==> src/sv/rrpg_pkg.sv <==
`default_nettype none

package rrpg_pkg;

   // Arc factor 0.446 as unsigned Q0.16, and the rounding half for the >> 16.
   localparam logic [14:0] ARC_K = 15'd29229;
   localparam logic [15:0] ARC_ROUND = 16'h8000;

   // Default depth of the job queue between front and back.
   localparam int QUEUE_DEPTH = 4;

   typedef enum logic [2:0] {
      KIND_MOVE  = 3'd0,
      KIND_LINE  = 3'd1,
      KIND_CUBIC = 3'd2,
      KIND_CLOSE = 3'd3,
      KIND_EMPTY = 3'd4
   } kind_type;

   // Position of the back end within one outline.
   typedef enum logic [3:0] {
      SLOT_START,
      SLOT_TOP,
      SLOT_C1,
      SLOT_RIGHT,
      SLOT_C2,
      SLOT_BOTTOM,
      SLOT_C3,
      SLOT_LEFT,
      SLOT_C4,
      SLOT_CLOSE
   } slot_type;

   // One classified rectangle. For an empty shape the origin is zero; for a
   // plain rectangle the radii are zero, so that the rounded formulas for
   // the move, edge and close points reduce to the plain corners.
   typedef struct packed {
      logic signed [31:0] x_pos;
      logic signed [31:0] y_pos;
      logic [30:0]        rect_width;
      logic [30:0]        rect_height;
      logic [30:0]        rad_x;
      logic [30:0]        rad_y;
      logic [30:0]        off_x;
      logic [30:0]        off_y;
      logic               empty;
      logic               rounded;
      logic               hline;
      logic               vline;
   } job_type;

   // A coordinate written as base + plus - minus.
   typedef struct packed {
      logic signed [31:0] base;
      logic [30:0]        plus;
      logic [30:0]        minus;
   } term_type;

   // Exact sum in 34 bits, then saturation to the signed 32 bit range.
   function automatic logic signed [31:0] sat_coord(input term_type t);
      logic [33:0] s;
      logic signed [31:0] r;
      s = {{2{t.base[31]}}, t.base} + {3'b000, t.plus} - {3'b000, t.minus};
      if (!s[33] && (s[32] || s[31])) begin
         r = 32'sh7FFF_FFFF;
      end else if (s[33] && !(s[32] && s[31])) begin
         r = 32'sh8000_0000;
      end else begin
         r = s[31:0];
      end
      return r;
   endfunction

endpackage

`default_nettype wire

==> src/sv/rrpg_front.sv <==
`default_nettype none

module rrpg_front (
   input  wire logic               clock,
   input  wire logic               reset,
   input  wire logic               in_valid,
   output      logic               in_ready,
   input  wire logic signed [31:0] x_pos,
   input  wire logic signed [31:0] y_pos,
   input  wire logic [30:0]        rect_width,
   input  wire logic [30:0]        rect_height,
   input  wire logic [30:0]        corner_rx,
   input  wire logic               rx_given,
   input  wire logic [30:0]        corner_ry,
   input  wire logic               ry_given,
   output      logic               push_valid,
   input  wire logic               push_ready,
   output      rrpg_pkg::job_type  push_job
);

   logic              a_valid_ff, a_valid_in;
   rrpg_pkg::job_type a_job_ff, a_job_in;
   logic              accept, push;
   logic [30:0]       rx_sel, ry_sel, rx_clamp, ry_clamp;
   logic              rx_big, ry_big, empty, rounded;
   logic [46:0]       prod_x, prod_y;

   assign push     = a_valid_ff && push_ready;
   assign in_ready = !a_valid_ff || push_ready;
   assign accept   = in_valid && in_ready;

   // Classification: resolve missing radii, clamp to the half sides.
   always_comb begin
      rx_sel   = rx_given ? corner_rx : (ry_given ? corner_ry : 31'd0);
      ry_sel   = ry_given ? corner_ry : (rx_given ? corner_rx : 31'd0);
      rx_big   = {rx_sel, 1'b0} >= {1'b0, rect_width};
      ry_big   = {ry_sel, 1'b0} >= {1'b0, rect_height};
      rx_clamp = rx_big ? {1'b0, rect_width[30:1]} : rx_sel;
      ry_clamp = ry_big ? {1'b0, rect_height[30:1]} : ry_sel;
      empty    = (rect_width == 31'd0) || (rect_height == 31'd0);
      rounded  = !empty && (rx_clamp != 31'd0) && (ry_clamp != 31'd0);

      a_job_in             = '0;
      a_job_in.x_pos       = empty ? 32'sd0 : x_pos;
      a_job_in.y_pos       = empty ? 32'sd0 : y_pos;
      a_job_in.rect_width  = rect_width;
      a_job_in.rect_height = rect_height;
      a_job_in.rad_x       = rounded ? rx_clamp : 31'd0;
      a_job_in.rad_y       = rounded ? ry_clamp : 31'd0;
      a_job_in.empty       = empty;
      a_job_in.rounded     = rounded;
      a_job_in.hline       = !rx_big;
      a_job_in.vline       = !ry_big;
   end

   always_comb begin
      priority if (accept) begin
         a_valid_in = 1'b1;
      end else if (push) begin
         a_valid_in = 1'b0;
      end else begin
         a_valid_in = a_valid_ff;
      end
   end

   always_ff @(posedge clock) begin
      if (reset) begin
         a_valid_ff <= 1'b0;
      end else begin
         a_valid_ff <= a_valid_in;
      end
   end

   always_ff @(posedge clock) begin
      if (accept) begin
         a_job_ff <= a_job_in;
      end
   end

   // Control offsets, rounded to nearest; the queue entry registers them.
   assign prod_x = 47'(a_job_ff.rad_x) * 47'(rrpg_pkg::ARC_K) + 47'(rrpg_pkg::ARC_ROUND);
   assign prod_y = 47'(a_job_ff.rad_y) * 47'(rrpg_pkg::ARC_K) + 47'(rrpg_pkg::ARC_ROUND);

   always_comb begin
      push_job       = a_job_ff;
      push_job.off_x = prod_x[46:16];
      push_job.off_y = prod_y[46:16];
   end

   assign push_valid = a_valid_ff;

   a_hold: assert property (@(posedge clock) disable iff (reset)
      a_valid_ff && !push_ready |=> a_valid_ff)
      else $error("front stage dropped a rectangle while the queue was full");

endmodule

`default_nettype wire

==> src/sv/rrpg_queue.sv <==
`default_nettype none

module rrpg_queue #(
   parameter int DEPTH = rrpg_pkg::QUEUE_DEPTH
) (
   input  wire logic              clock,
   input  wire logic              reset,
   input  wire logic              push_valid,
   output      logic              push_ready,
   input  wire rrpg_pkg::job_type push_job,
   output      logic              head_valid,
   input  wire logic              pop,
   output      rrpg_pkg::job_type head_job
);

   localparam int PTR_W = (DEPTH > 1) ? $clog2(DEPTH) : 1;
   localparam int CNT_W = $clog2(DEPTH + 1);

   rrpg_pkg::job_type  mem_ff [DEPTH];
   logic [PTR_W-1:0]   wr_ptr_ff, wr_ptr_in, rd_ptr_ff, rd_ptr_in;
   logic [CNT_W-1:0]   count_ff, count_in;
   logic               do_push, do_pop;

   assign push_ready = count_ff != CNT_W'(DEPTH);
   assign head_valid = count_ff != '0;
   assign do_push    = push_valid && push_ready;
   assign do_pop     = pop && head_valid;
   assign head_job   = mem_ff[rd_ptr_ff];

   always_comb begin
      wr_ptr_in = wr_ptr_ff;
      rd_ptr_in = rd_ptr_ff;
      count_in  = count_ff;
      if (do_push) begin
         wr_ptr_in = (wr_ptr_ff == PTR_W'(DEPTH - 1)) ? '0 : wr_ptr_ff + 1'b1;
      end
      if (do_pop) begin
         rd_ptr_in = (rd_ptr_ff == PTR_W'(DEPTH - 1)) ? '0 : rd_ptr_ff + 1'b1;
      end
      if (do_push && !do_pop) begin
         count_in = count_ff + 1'b1;
      end else if (do_pop && !do_push) begin
         count_in = count_ff - 1'b1;
      end
   end

   always_ff @(posedge clock) begin
      if (reset) begin
         wr_ptr_ff <= '0;
         rd_ptr_ff <= '0;
         count_ff  <= '0;
      end else begin
         wr_ptr_ff <= wr_ptr_in;
         rd_ptr_ff <= rd_ptr_in;
         count_ff  <= count_in;
      end
   end

   always_ff @(posedge clock) begin
      if (do_push) begin
         mem_ff[wr_ptr_ff] <= push_job;
      end
   end

   count_bound: assert property (@(posedge clock) disable iff (reset)
      count_ff <= CNT_W'(DEPTH))
      else $error("job queue count exceeds its depth");

endmodule

`default_nettype wire

==> src/sv/rrpg_back.sv <==
`default_nettype none

module rrpg_back (
   input  wire logic              clock,
   input  wire logic              reset,
   input  wire logic              job_valid,
   input  wire rrpg_pkg::job_type job,
   output      logic              job_pop,
   output      logic              out_valid,
   input  wire logic              out_ready,
   output      logic [2:0]        out_kind,
   output      logic [191:0]      out_data,
   output      logic              out_last
);

   rrpg_pkg::slot_type slot_ff, slot_in, slot_nxt;
   rrpg_pkg::kind_type kind;
   rrpg_pkg::term_type t_c1x, t_c1y, t_c2x, t_c2y, t_ex, t_ey;
   logic               last, advance;
   logic               valid_ff, valid_in;
   logic [2:0]         kind_ff;
   logic [191:0]       data_ff;
   logic               last_ff;

   assign advance = job_valid && (!valid_ff || out_ready);
   assign job_pop = advance && last;

   // Next outline position, skipping collapsed edges and square corners.
   always_comb begin
      unique case (slot_ff)
         rrpg_pkg::SLOT_START: begin
            if (job.empty) begin
               slot_nxt = rrpg_pkg::SLOT_START;
            end else if (job.rounded && !job.hline) begin
               slot_nxt = rrpg_pkg::SLOT_C1;
            end else begin
               slot_nxt = rrpg_pkg::SLOT_TOP;
            end
         end
         rrpg_pkg::SLOT_TOP:
            slot_nxt = job.rounded ? rrpg_pkg::SLOT_C1 : rrpg_pkg::SLOT_RIGHT;
         rrpg_pkg::SLOT_C1:
            slot_nxt = job.vline ? rrpg_pkg::SLOT_RIGHT : rrpg_pkg::SLOT_C2;
         rrpg_pkg::SLOT_RIGHT:
            slot_nxt = job.rounded ? rrpg_pkg::SLOT_C2 : rrpg_pkg::SLOT_BOTTOM;
         rrpg_pkg::SLOT_C2:
            slot_nxt = job.hline ? rrpg_pkg::SLOT_BOTTOM : rrpg_pkg::SLOT_C3;
         rrpg_pkg::SLOT_BOTTOM:
            slot_nxt = job.rounded ? rrpg_pkg::SLOT_C3 : rrpg_pkg::SLOT_CLOSE;
         rrpg_pkg::SLOT_C3:
            slot_nxt = job.vline ? rrpg_pkg::SLOT_LEFT : rrpg_pkg::SLOT_C4;
         rrpg_pkg::SLOT_LEFT:  slot_nxt = rrpg_pkg::SLOT_C4;
         rrpg_pkg::SLOT_C4:    slot_nxt = rrpg_pkg::SLOT_CLOSE;
         rrpg_pkg::SLOT_CLOSE: slot_nxt = rrpg_pkg::SLOT_START;
         default:              slot_nxt = rrpg_pkg::SLOT_START;
      endcase
      slot_in = advance ? slot_nxt : slot_ff;
   end

   // Segment contents for the current position.
   always_comb begin
      t_c1x = '0;
      t_c1y = '0;
      t_c2x = '0;
      t_c2y = '0;
      t_ex  = '{job.x_pos, job.rad_x, 31'd0};
      t_ey  = '{job.y_pos, 31'd0, 31'd0};
      kind  = rrpg_pkg::KIND_LINE;
      last  = 1'b0;
      unique case (slot_ff)
         rrpg_pkg::SLOT_START: begin
            kind = job.empty ? rrpg_pkg::KIND_EMPTY : rrpg_pkg::KIND_MOVE;
            last = job.empty;
         end
         rrpg_pkg::SLOT_TOP: begin
            t_ex = '{job.x_pos, job.rect_width, job.rad_x};
         end
         rrpg_pkg::SLOT_C1: begin
            kind  = rrpg_pkg::KIND_CUBIC;
            t_c1x = '{job.x_pos, job.rect_width, job.off_x};
            t_c1y = '{job.y_pos, 31'd0, 31'd0};
            t_c2x = '{job.x_pos, job.rect_width, 31'd0};
            t_c2y = '{job.y_pos, job.off_y, 31'd0};
            t_ex  = '{job.x_pos, job.rect_width, 31'd0};
            t_ey  = '{job.y_pos, job.rad_y, 31'd0};
         end
         rrpg_pkg::SLOT_RIGHT: begin
            t_ex = '{job.x_pos, job.rect_width, 31'd0};
            t_ey = '{job.y_pos, job.rect_height, job.rad_y};
         end
         rrpg_pkg::SLOT_C2: begin
            kind  = rrpg_pkg::KIND_CUBIC;
            t_c1x = '{job.x_pos, job.rect_width, 31'd0};
            t_c1y = '{job.y_pos, job.rect_height, job.off_y};
            t_c2x = '{job.x_pos, job.rect_width, job.off_x};
            t_c2y = '{job.y_pos, job.rect_height, 31'd0};
            t_ex  = '{job.x_pos, job.rect_width, job.rad_x};
            t_ey  = '{job.y_pos, job.rect_height, 31'd0};
         end
         rrpg_pkg::SLOT_BOTTOM: begin
            t_ey = '{job.y_pos, job.rect_height, 31'd0};
         end
         rrpg_pkg::SLOT_C3: begin
            kind  = rrpg_pkg::KIND_CUBIC;
            t_c1x = '{job.x_pos, job.off_x, 31'd0};
            t_c1y = '{job.y_pos, job.rect_height, 31'd0};
            t_c2x = '{job.x_pos, 31'd0, 31'd0};
            t_c2y = '{job.y_pos, job.rect_height, job.off_y};
            t_ex  = '{job.x_pos, 31'd0, 31'd0};
            t_ey  = '{job.y_pos, job.rect_height, job.rad_y};
         end
         rrpg_pkg::SLOT_LEFT: begin
            t_ex = '{job.x_pos, 31'd0, 31'd0};
            t_ey = '{job.y_pos, job.rad_y, 31'd0};
         end
         rrpg_pkg::SLOT_C4: begin
            kind  = rrpg_pkg::KIND_CUBIC;
            t_c1x = '{job.x_pos, 31'd0, 31'd0};
            t_c1y = '{job.y_pos, job.off_y, 31'd0};
            t_c2x = '{job.x_pos, job.off_x, 31'd0};
            t_c2y = '{job.y_pos, 31'd0, 31'd0};
         end
         rrpg_pkg::SLOT_CLOSE: begin
            kind = rrpg_pkg::KIND_CLOSE;
            last = 1'b1;
         end
         default: begin
            kind = rrpg_pkg::KIND_EMPTY;
            last = 1'b1;
         end
      endcase
   end

   always_comb begin
      priority if (advance) begin
         valid_in = 1'b1;
      end else if (out_ready) begin
         valid_in = 1'b0;
      end else begin
         valid_in = valid_ff;
      end
   end

   always_ff @(posedge clock) begin
      if (reset) begin
         slot_ff  <= rrpg_pkg::SLOT_START;
         valid_ff <= 1'b0;
      end else begin
         slot_ff  <= slot_in;
         valid_ff <= valid_in;
      end
   end

   always_ff @(posedge clock) begin
      if (advance) begin
         kind_ff <= kind;
         last_ff <= last;
         data_ff <= {rrpg_pkg::sat_coord(t_ey), rrpg_pkg::sat_coord(t_ex),
                     rrpg_pkg::sat_coord(t_c2y), rrpg_pkg::sat_coord(t_c2x),
                     rrpg_pkg::sat_coord(t_c1y), rrpg_pkg::sat_coord(t_c1x)};
      end
   end

   assign out_valid = valid_ff;
   assign out_kind  = kind_ff;
   assign out_data  = data_ff;
   assign out_last  = last_ff;

   last_kind: assert property (@(posedge clock) disable iff (reset)
      valid_ff |-> (last_ff == ((kind_ff == rrpg_pkg::KIND_CLOSE) ||
                                (kind_ff == rrpg_pkg::KIND_EMPTY))))
      else $error("last flag does not match the segment kind");

   empty_zero: assert property (@(posedge clock) disable iff (reset)
      valid_ff && (kind_ff == rrpg_pkg::KIND_EMPTY) |-> (data_ff == '0))
      else $error("empty shape carries nonzero coordinates");

endmodule

`default_nettype wire

==> src/sv/rounded_rect_path_generator_core.sv <==
`default_nettype none

// A rectangle accepted by the front stage passes through the job queue and the back end's
// output register before rsp_tvalid rises with its first segment. Throughput: one segment
// per cycle while rsp_tready is high and a job waits, set by the back end's single output
// register; a rectangle yields 1 segment (empty), 5 (plain) or 6 to 10 (rounded), then the
// next follows. Reset (synchronous, active high) empties the front stage, queue and output.
module rounded_rect_path_generator_core #(
   parameter int QUEUE_DEPTH = rrpg_pkg::QUEUE_DEPTH
) (
   input  wire logic         clock,
   input  wire logic         reset,
   input  wire logic         req_tvalid,
   output      logic         req_tready,
   // x_pos[31:0], y_pos[63:32], rect_width[94:64], rect_height[125:95],
   // corner_rx[156:126], corner_ry[187:157], zero fill[191:188]
   input  wire logic [191:0] req_tdata,
   // rx_given[0], ry_given[1]
   input  wire logic [1:0]   req_tuser,
   output      logic         rsp_tvalid,
   input  wire logic         rsp_tready,
   // ctrl1_x[31:0], ctrl1_y[63:32], ctrl2_x[95:64], ctrl2_y[127:96],
   // end_x[159:128], end_y[191:160]
   output      logic [191:0] rsp_tdata,
   // segment_kind[2:0]
   output      logic [2:0]   rsp_tuser,
   // last_segment
   output      logic         rsp_tlast
);

   // The front stage resolves and clamps the radii and works out the
   // control offsets; each classified rectangle becomes one queue entry.
   // The back end walks the outline one segment per word, so a long
   // rounded outline does not hold up acceptance of further rectangles
   // until the queue fills.

   logic              push_valid, push_ready;
   rrpg_pkg::job_type push_job;
   logic              head_valid, head_pop;
   rrpg_pkg::job_type head_job;

   rrpg_front u_front (
      .clock       (clock),
      .reset       (reset),
      .in_valid    (req_tvalid),
      .in_ready    (req_tready),
      .x_pos       (req_tdata[31:0]),
      .y_pos       (req_tdata[63:32]),
      .rect_width  (req_tdata[94:64]),
      .rect_height (req_tdata[125:95]),
      .corner_rx   (req_tdata[156:126]),
      .rx_given    (req_tuser[0]),
      .corner_ry   (req_tdata[187:157]),
      .ry_given    (req_tuser[1]),
      .push_valid  (push_valid),
      .push_ready  (push_ready),
      .push_job    (push_job)
   );

   rrpg_queue #(
      .DEPTH (QUEUE_DEPTH)
   ) u_queue (
      .clock      (clock),
      .reset      (reset),
      .push_valid (push_valid),
      .push_ready (push_ready),
      .push_job   (push_job),
      .head_valid (head_valid),
      .pop        (head_pop),
      .head_job   (head_job)
   );

   // The back end pops an entry only with the word that ends its outline.
   rrpg_back u_back (
      .clock     (clock),
      .reset     (reset),
      .job_valid (head_valid),
      .job       (head_job),
      .job_pop   (head_pop),
      .out_valid (rsp_tvalid),
      .out_ready (rsp_tready),
      .out_kind  (rsp_tuser),
      .out_data  (rsp_tdata),
      .out_last  (rsp_tlast)
   );

   // A move word opens every non-empty outline, so it can never close one.
   move_not_last: assert property (@(posedge clock) disable iff (reset)
      rsp_tvalid && (rsp_tuser == rrpg_pkg::KIND_MOVE) |-> !rsp_tlast)
      else $error("move segment flagged as the last of its outline");

endmodule

`default_nettype wire
==> config.mk <==
export PLATFORM = sky130hd
export DESIGN_NAME = rounded_rect_path_generator_core
export DESIGN_NICKNAME = d
export VERILOG_FILES = /design/src/sv/rrpg_pkg.sv /design/src/sv/rrpg_front.sv /design/src/sv/rrpg_queue.sv /design/src/sv/rrpg_back.sv /design/src/sv/rounded_rect_path_generator_core.sv
export SDC_FILE = /design/constraint.sdc
export NUM_CORES = 2
export LEC_CHECK = 0
export ABC_AREA = 0
export BUFFER_PORTS_ARGS = -buffer_cell sky130_fd_sc_hd__buf_2
export CORE_MARGIN = 1
export CORE_UTILIZATION = 60
export CTS_CLUSTER_SIZE = 14
export DETAILED_ROUTE_END_ITERATION = 8
export PLACE_DENSITY = 0.87
export SKIP_LAST_GASP = 1
export SYNTH_ARGS = -nofsm -noshare
export SYNTH_HDL_FRONTEND = slang
export SYNTH_HIERARCHICAL = 1
export SYNTH_SLANG_ARGS = --single-unit
==> constraint.sdc <==
create_clock -name clock -period 20.7 [get_ports clock]
set_clock_uncertainty 0.15 [all_clocks]
set_input_delay 6.21 -clock clock [delete_from_list [all_inputs] [get_ports clock]]
set_output_delay 6.21 -clock clock [all_outputs]
set_load 0.1 [all_outputs]
Word-level counts from Yosys, hierarchy flattened
Memory sizes are Yosys's and may differ from the RTL's. A register that Yosys moved wholly into a read port is not among the register bits.
Cells that the tools add are included.
{ "classes": {"addsub": 18, "multipliers": 2, "eq_ne": 12, "reduce_logical": 75, "mux": 42, "n_lt_le_gt_ge": 2} }
{ "ops": {"columns": ["operator", "count"], "rows": [
  ["94-bit case mux with 4 select lines", 4],
  ["62-bit case mux with 3 select lines", 2],
  ["34-bit by 31-bit subtractor with 34-bit output", 6],
  ["32-bit by 32-bit adder with 33-bit output", 6],
  ["32-bit 2-to-1 mux", 6],
  ["31-bit 2-to-1 mux", 6],
  ["46-bit by 16-bit adder with 47-bit output, second input constant", 2],
  ["31-bit by 15-bit multiplier with 46-bit output, second input constant", 2],
  ["32-bit by 31-bit >= comparator with 1-bit output", 2],
  ["31-bit zero test", 2],
  ["31-bit nonzero test", 2],
  ["4-bit case mux with 9 select lines", 1],
  ["1-bit logical AND", 28],
  ["1-bit zero test", 20],
  ["4-bit by 3-bit == test with 1-bit output, second input constant", 4],
  ["2-bit 2-to-1 mux", 6],
  ["3-bit 2-to-1 mux", 4],
  ["4-bit 2-to-1 mux", 3],
  ["3-bit case mux with 4 select lines", 1],
  ["2-bit OR reduction", 6],
  ["1-bit logical OR", 9],
  ["4-bit by 2-bit == test with 1-bit output, second input constant", 2],
  ["4-bit == test, second input constant", 2],
  ["1-bit 2-to-1 mux", 8],
  ["12 further kinds", 17]
]} }
{ "word_totals": {"in_bits": 198, "regBits": 401, "mem_count": 1, "ramBits": 1016} }
{ "memory_table": {"columns": ["name", "depth", "word_bits", "read_ports", "rd_clocked_by_memory_dff", "wr", "line", "source"], "rows": [
  ["u_queue.mem_ff", 4, 254, 1, 1, 1, "rrpg_queue.sv:19", "rrpg_pkg::job_type mem_ff [DEPTH];"]
]} }

Longest topological paths before layout
{ "depth": {"ltp_word": 9, "ltp_mapped": 22, "ltp_nobuf": 22} }

Modules after synthesis
Netlist, hierarchy kept.
{ "modules_own_cells": {"columns": ["mod", "instances", "cells_per_inst", "area_per_inst_um2", "seq_area_each_um2"], "rows": [
  ["rrpg_queue", 1, 1374, 37030.5, 30689.4],
  ["rrpg_back", 1, 2958, 25507.0, 5985.7],
  ["rrpg_front", 1, 2354, 25484.4, 5785.5]
]} }

Least setup slack after synthesis
Ideal clock, no wire load.
{ "synth_path": {"kind": "in2reg", "from": "input rsp_tready", "to": "register u_queue.count_ff[2]", "t_arrival_ps": 11802, "setup_ps": 70, "stages": 11, "slack_ps": 8678, "cell_sequence": "nand2b_1 > nand2_1 > inv_1 > and2_1 > o31ai_1 > ha_1 > inv_1 > fa_1 > xor2_1 > or3_1 > a21oi_1"} }
{ "synth_via": {"elab_chain_len": 7} }
{ "synth_lines": {"columns": ["item", "line", "source"], "rows": [
  ["start: declaration", "rounded_rect_path_generator_core.sv:21", "input wire logic rsp_tready,"],
  ["1-bit logical OR *", "rrpg_back.sv:25", "assign advance = job_valid && (!valid_ff || out_ready);"],
  ["1-bit logical AND *", "rrpg_back.sv:25", null],
  ["named net u_back.advance", "rrpg_back.sv:19", "logic last, advance;"],
  ["1-bit logical AND *", "rrpg_back.sv:26", "assign job_pop = advance && last;"],
  ["named net head_pop", "rounded_rect_path_generator_core.sv:39", "logic head_valid, head_pop;"],
  ["1-bit logical AND *", "rrpg_queue.sv:27", "assign do_pop = pop && head_valid;"],
  ["1-bit zero test", "rrpg_queue.sv:40", "if (do_push && !do_pop) begin"],
  ["1-bit logical AND", "rrpg_queue.sv:40", null],
  ["3-bit 2-to-1 mux or 2-bit nonzero test (tied branches)", null, null],
  ["end signal: assignment", "rrpg_queue.sv:55", "count_ff <= count_in;"],
  ["end: declaration", "rrpg_queue.sv:21", "logic [CNT_W-1:0] count_ff, count_in;"]
]} }
Mark *: on every way through the listed nets, which the timed path passes. The rest lies on a longest branch.
A chain may end at the register's enable or synchronous reset.

Worst setup path after layout
{ "layout_path": {"from": "input req_tuser[0]", "to": "register u_front.a_job_ff (netlist bit u_front/push_job[124]) (data pin)"} }
{ "layout_via": {"elab_chain_len": 6} }
{ "layout_lines": {"columns": ["item", "line", "source"], "rows": [
  ["start: declaration", "rounded_rect_path_generator_core.sv:19", "input wire logic [1:0] req_tuser,"],
  ["31-bit 2-to-1 mux, on equally long branches", "rrpg_front.sv:35, rrpg_front.sv:34", null],
  ["31-bit 2-to-1 mux or 32-bit by 31-bit >= comparator with 1-bit output (tied branches)", "rrpg_front.sv:35, rrpg_front.sv:36", null],
  ["32-bit by 31-bit >= comparator with 1-bit output or 31-bit 2-to-1 mux (tied branches)", "rrpg_front.sv:37, rrpg_front.sv:38", null],
  ["31-bit 2-to-1 mux or 31-bit nonzero test (tied branches)", "rrpg_front.sv:39, rrpg_front.sv:41", null],
  ["31-bit nonzero test or 1-bit logical AND (tied branches)", "rrpg_front.sv:41", "rounded = !empty && (rx_clamp != 31'd0) && (ry_clamp != 31'd0);"],
  ["1-bit logical AND", "rrpg_front.sv:41", null],
  ["end signal: assignment", "rrpg_front.sv:76", "a_job_ff <= a_job_in;"],
  ["end: declaration", "rrpg_front.sv:22", "rrpg_pkg::job_type a_job_ff, a_job_in;"]
]} }
Parallel ways exist; a longest one is shown, timed or not.

==> metrics <==
H-tree levels 4; cell mode on critical path a22o_1; drt wl/cell about 27 um; Port Buffers around 390; Worst-Skew Late Latency 0.81 ns; arrival time worst endpoint about 11 ns; final setup fails 0; EDFF count, synth around 1,400; # hold bufs at CTS 0; final hold viol count 0; CP Launch Type primary input; minimum hold slack 0.344 ns; Final ANT Viol Nets 0; Max Cap Viol 0; cell family with most CP delay simple AND/OR/NAND/NOR gates; via-per-instance ratio 6.46; Yosys top cell area share between 40% and 50%; Worst path max stage delay approximately 0.97 ns; Syn Area/Cell 13.2 um^2; Seq/Total Area, Yosys between 40% and 50%; Slew HR between 10% and 20%; final setup margin about 10 ns; Clock transition at path regs ~0.06 ns; GRT Overall Usage 33.7%; asr flop ratio synth 0%; postcts setup bufs 0; # rows 140; total gr overflow 0; final WL between 200,000 and 250,000 um; Die Span X 385 um; Primary FF master, synth edfxtp_1; largest net degree at the start of global routing 124; GP Congestion between 0.9 and 1; nets approximately 8,500; RSZ-0062 raised after global routing false; first-pass GRT wire length between 300,000 and 400,000 um; Fmax ~96 MHz; share of layout cells above drive strength 1 between 10% and 20%; drt drc 2; Ports ~400; dpl hpwl between 150,000 and 200,000 um; total core area roughly 150,000 um^2; Worst Path Required between 20 and 25 ns; min Tclk post-route around 10 ns; status complete, but fails checks; Root Buffer clkbuf_16; yosys warns 6; fin crit share approximately half; crit-path max FO between 50 and 60; clk buf depth 3; via count just under 60,000; vias in the first global route around 59,000; Worst path slowest cell and3_1; Area Growth Syn to Fin 9.65%; Tightest Pin Transition between 1 and 1.5 ns; # resized after CTS 0; die area ~150,000 um^2; CP Cell Sequence buf_2, inv_1, nor2_1, a22o_1, ha_1, nor2b_1, o21a_1, o211ai_1, a31o_2, nand4_1, a21boi_4, mux2i_1, and3_1, a22o_1; CP endpoint kind register; ranking of synthesized cells by area edfxtp_1 48%, fa_1 12%, ha_1 9.9%, mux4_2 6.5%, inv_1 4.4%; max-slew violations 0; Synth Register Bits 1,419; Hold Path Class reg -> reg; drt pass-1 iters 9; top-count cell post-synth edfxtp_1; total negative setup slack 0 ns; post-synthesis cell area 88,000 um^2; CTS buffer count approximately 140; clock sinks about 1,400; DRT iter0 DRCs between 7,000 and 8,000; pre-CTS setup slack roughly 9.5 ns; initial antenna violation count 15; area leader, netlist edfxtp_1; Gate Count Post-Synth 6,686; CTS tree done; failing checks design-rule violations; top cells by count, synth 1,404 x edfxtp_1, 1,024 x inv_1, 698 x ha_1; Starting Density between 60% and 70%; critical path class in -> reg; crit path buf inv count 2; die height between 300 and 400 um; Unique masters post-synth 94
==> registers in the layout (all words and copies together) (netlist names), named ones only <==
register / flops
u_back/slot_ff: 4
u_back/out_data: 192
u_queue/mem_ff: 1016
u_front/push_valid: 1
u_queue/wr_ptr_ff: 2
u_back/out_valid: 1
u_back/out_kind: 3
u_front/push_job: 192
u_back/out_last: 1
u_queue/count_ff: 3
u_queue/rd_ptr_ff: 2
==> final timing paths <==
check	startpoint	endpoint	slack, ns	cells after the start
hold reg to reg	u_queue/rd_ptr_ff[0]	register	0.34	2
setup reg to reg	register	u_back/out_data[181]	12.48	16
hold / removal	u_queue/rd_ptr_ff[0]	register	0.34	2
setup / recovery	req_tuser[0]	u_front/push_job[124]	10.28	14
==> through the flow <==
stage / utilization (%) / cells / area, um^2
after detailed placement: 63.2 / 8832 / 92000
final: 66.3 / 9085 / 96500
after global routing: 66.3 / 9082 / 96500
after global placement: 63.2 / 8832 / 92000
after CTS: 66.3 / 9080 / 96500
after floorplan: - / 6687 / 88000
==> kinds of logic after synthesis <==
logic type	Yosys count	share of synthesized area, %
DFF	1419	48.2
AOI/OAI and AO/OA	1284	9.64
buffers and inverters	1248	5.51
adders and majority gates	1205	21.5
and+or+nand+nor	1006	5.92
muxes	293	6.95
xor gates and xnor gates	230	2.29
other	1	0.00426
==> routing by layer <==
layer	vias to the layer above	wire length, um	global-route usage (%)	part of all wire, %
met4	9	11500	14.2	4.6
met1	28900	94600	45.8	38
li1	24900	-	-	-
met5	-	181	0	0.073
met3	735	30400	8.88	12
met2	4177	113000	51.6	45
==> final cells by class <==
| cell class | instances | area, um^2 |
|---|---|---|
| antenna | 5 | 12.5 |
| clock buffer | 174 | 3740 |
| clock inverter | 74 | 787 |
| fill | 9658 | 49000 |
| inverter | 1025 | 3850 |
| multi-input combinational | 4020 | 40800 |
| sequential | 1419 | 42500 |
| tap | 1917 | 2400 |
| timing repair buffer | 451 | 2430 |
==> layout by cell type (no fill, tap or decap), types with 167 or more instances in the layout <==
cell      synthesis  routed
edfxtp_1       1404    1404
inv_1          1024    1023
ha_1            698     698
fa_1            507     507
buf_2            53     391
o21ai_0         277     277
nand2_1         262     262
and2_1          259     258
mux4_2          254     254
a21oi_1         253     251
a22oi_1         183     183
a21o_1          180     180
nor2_1          172     167
==> worst min-delay path, delay by kind of cell (launching register included) <==
kind	cells	cell delay, ns
and+or+nand+nor	1	0.06
AOI/OAI and AO/OA	1	0.07
DFF	1	0.32
Power is left out: the tool's default activity adds up to more than one toggle a clock period on the data nets, which glitch-free logic cannot reach.
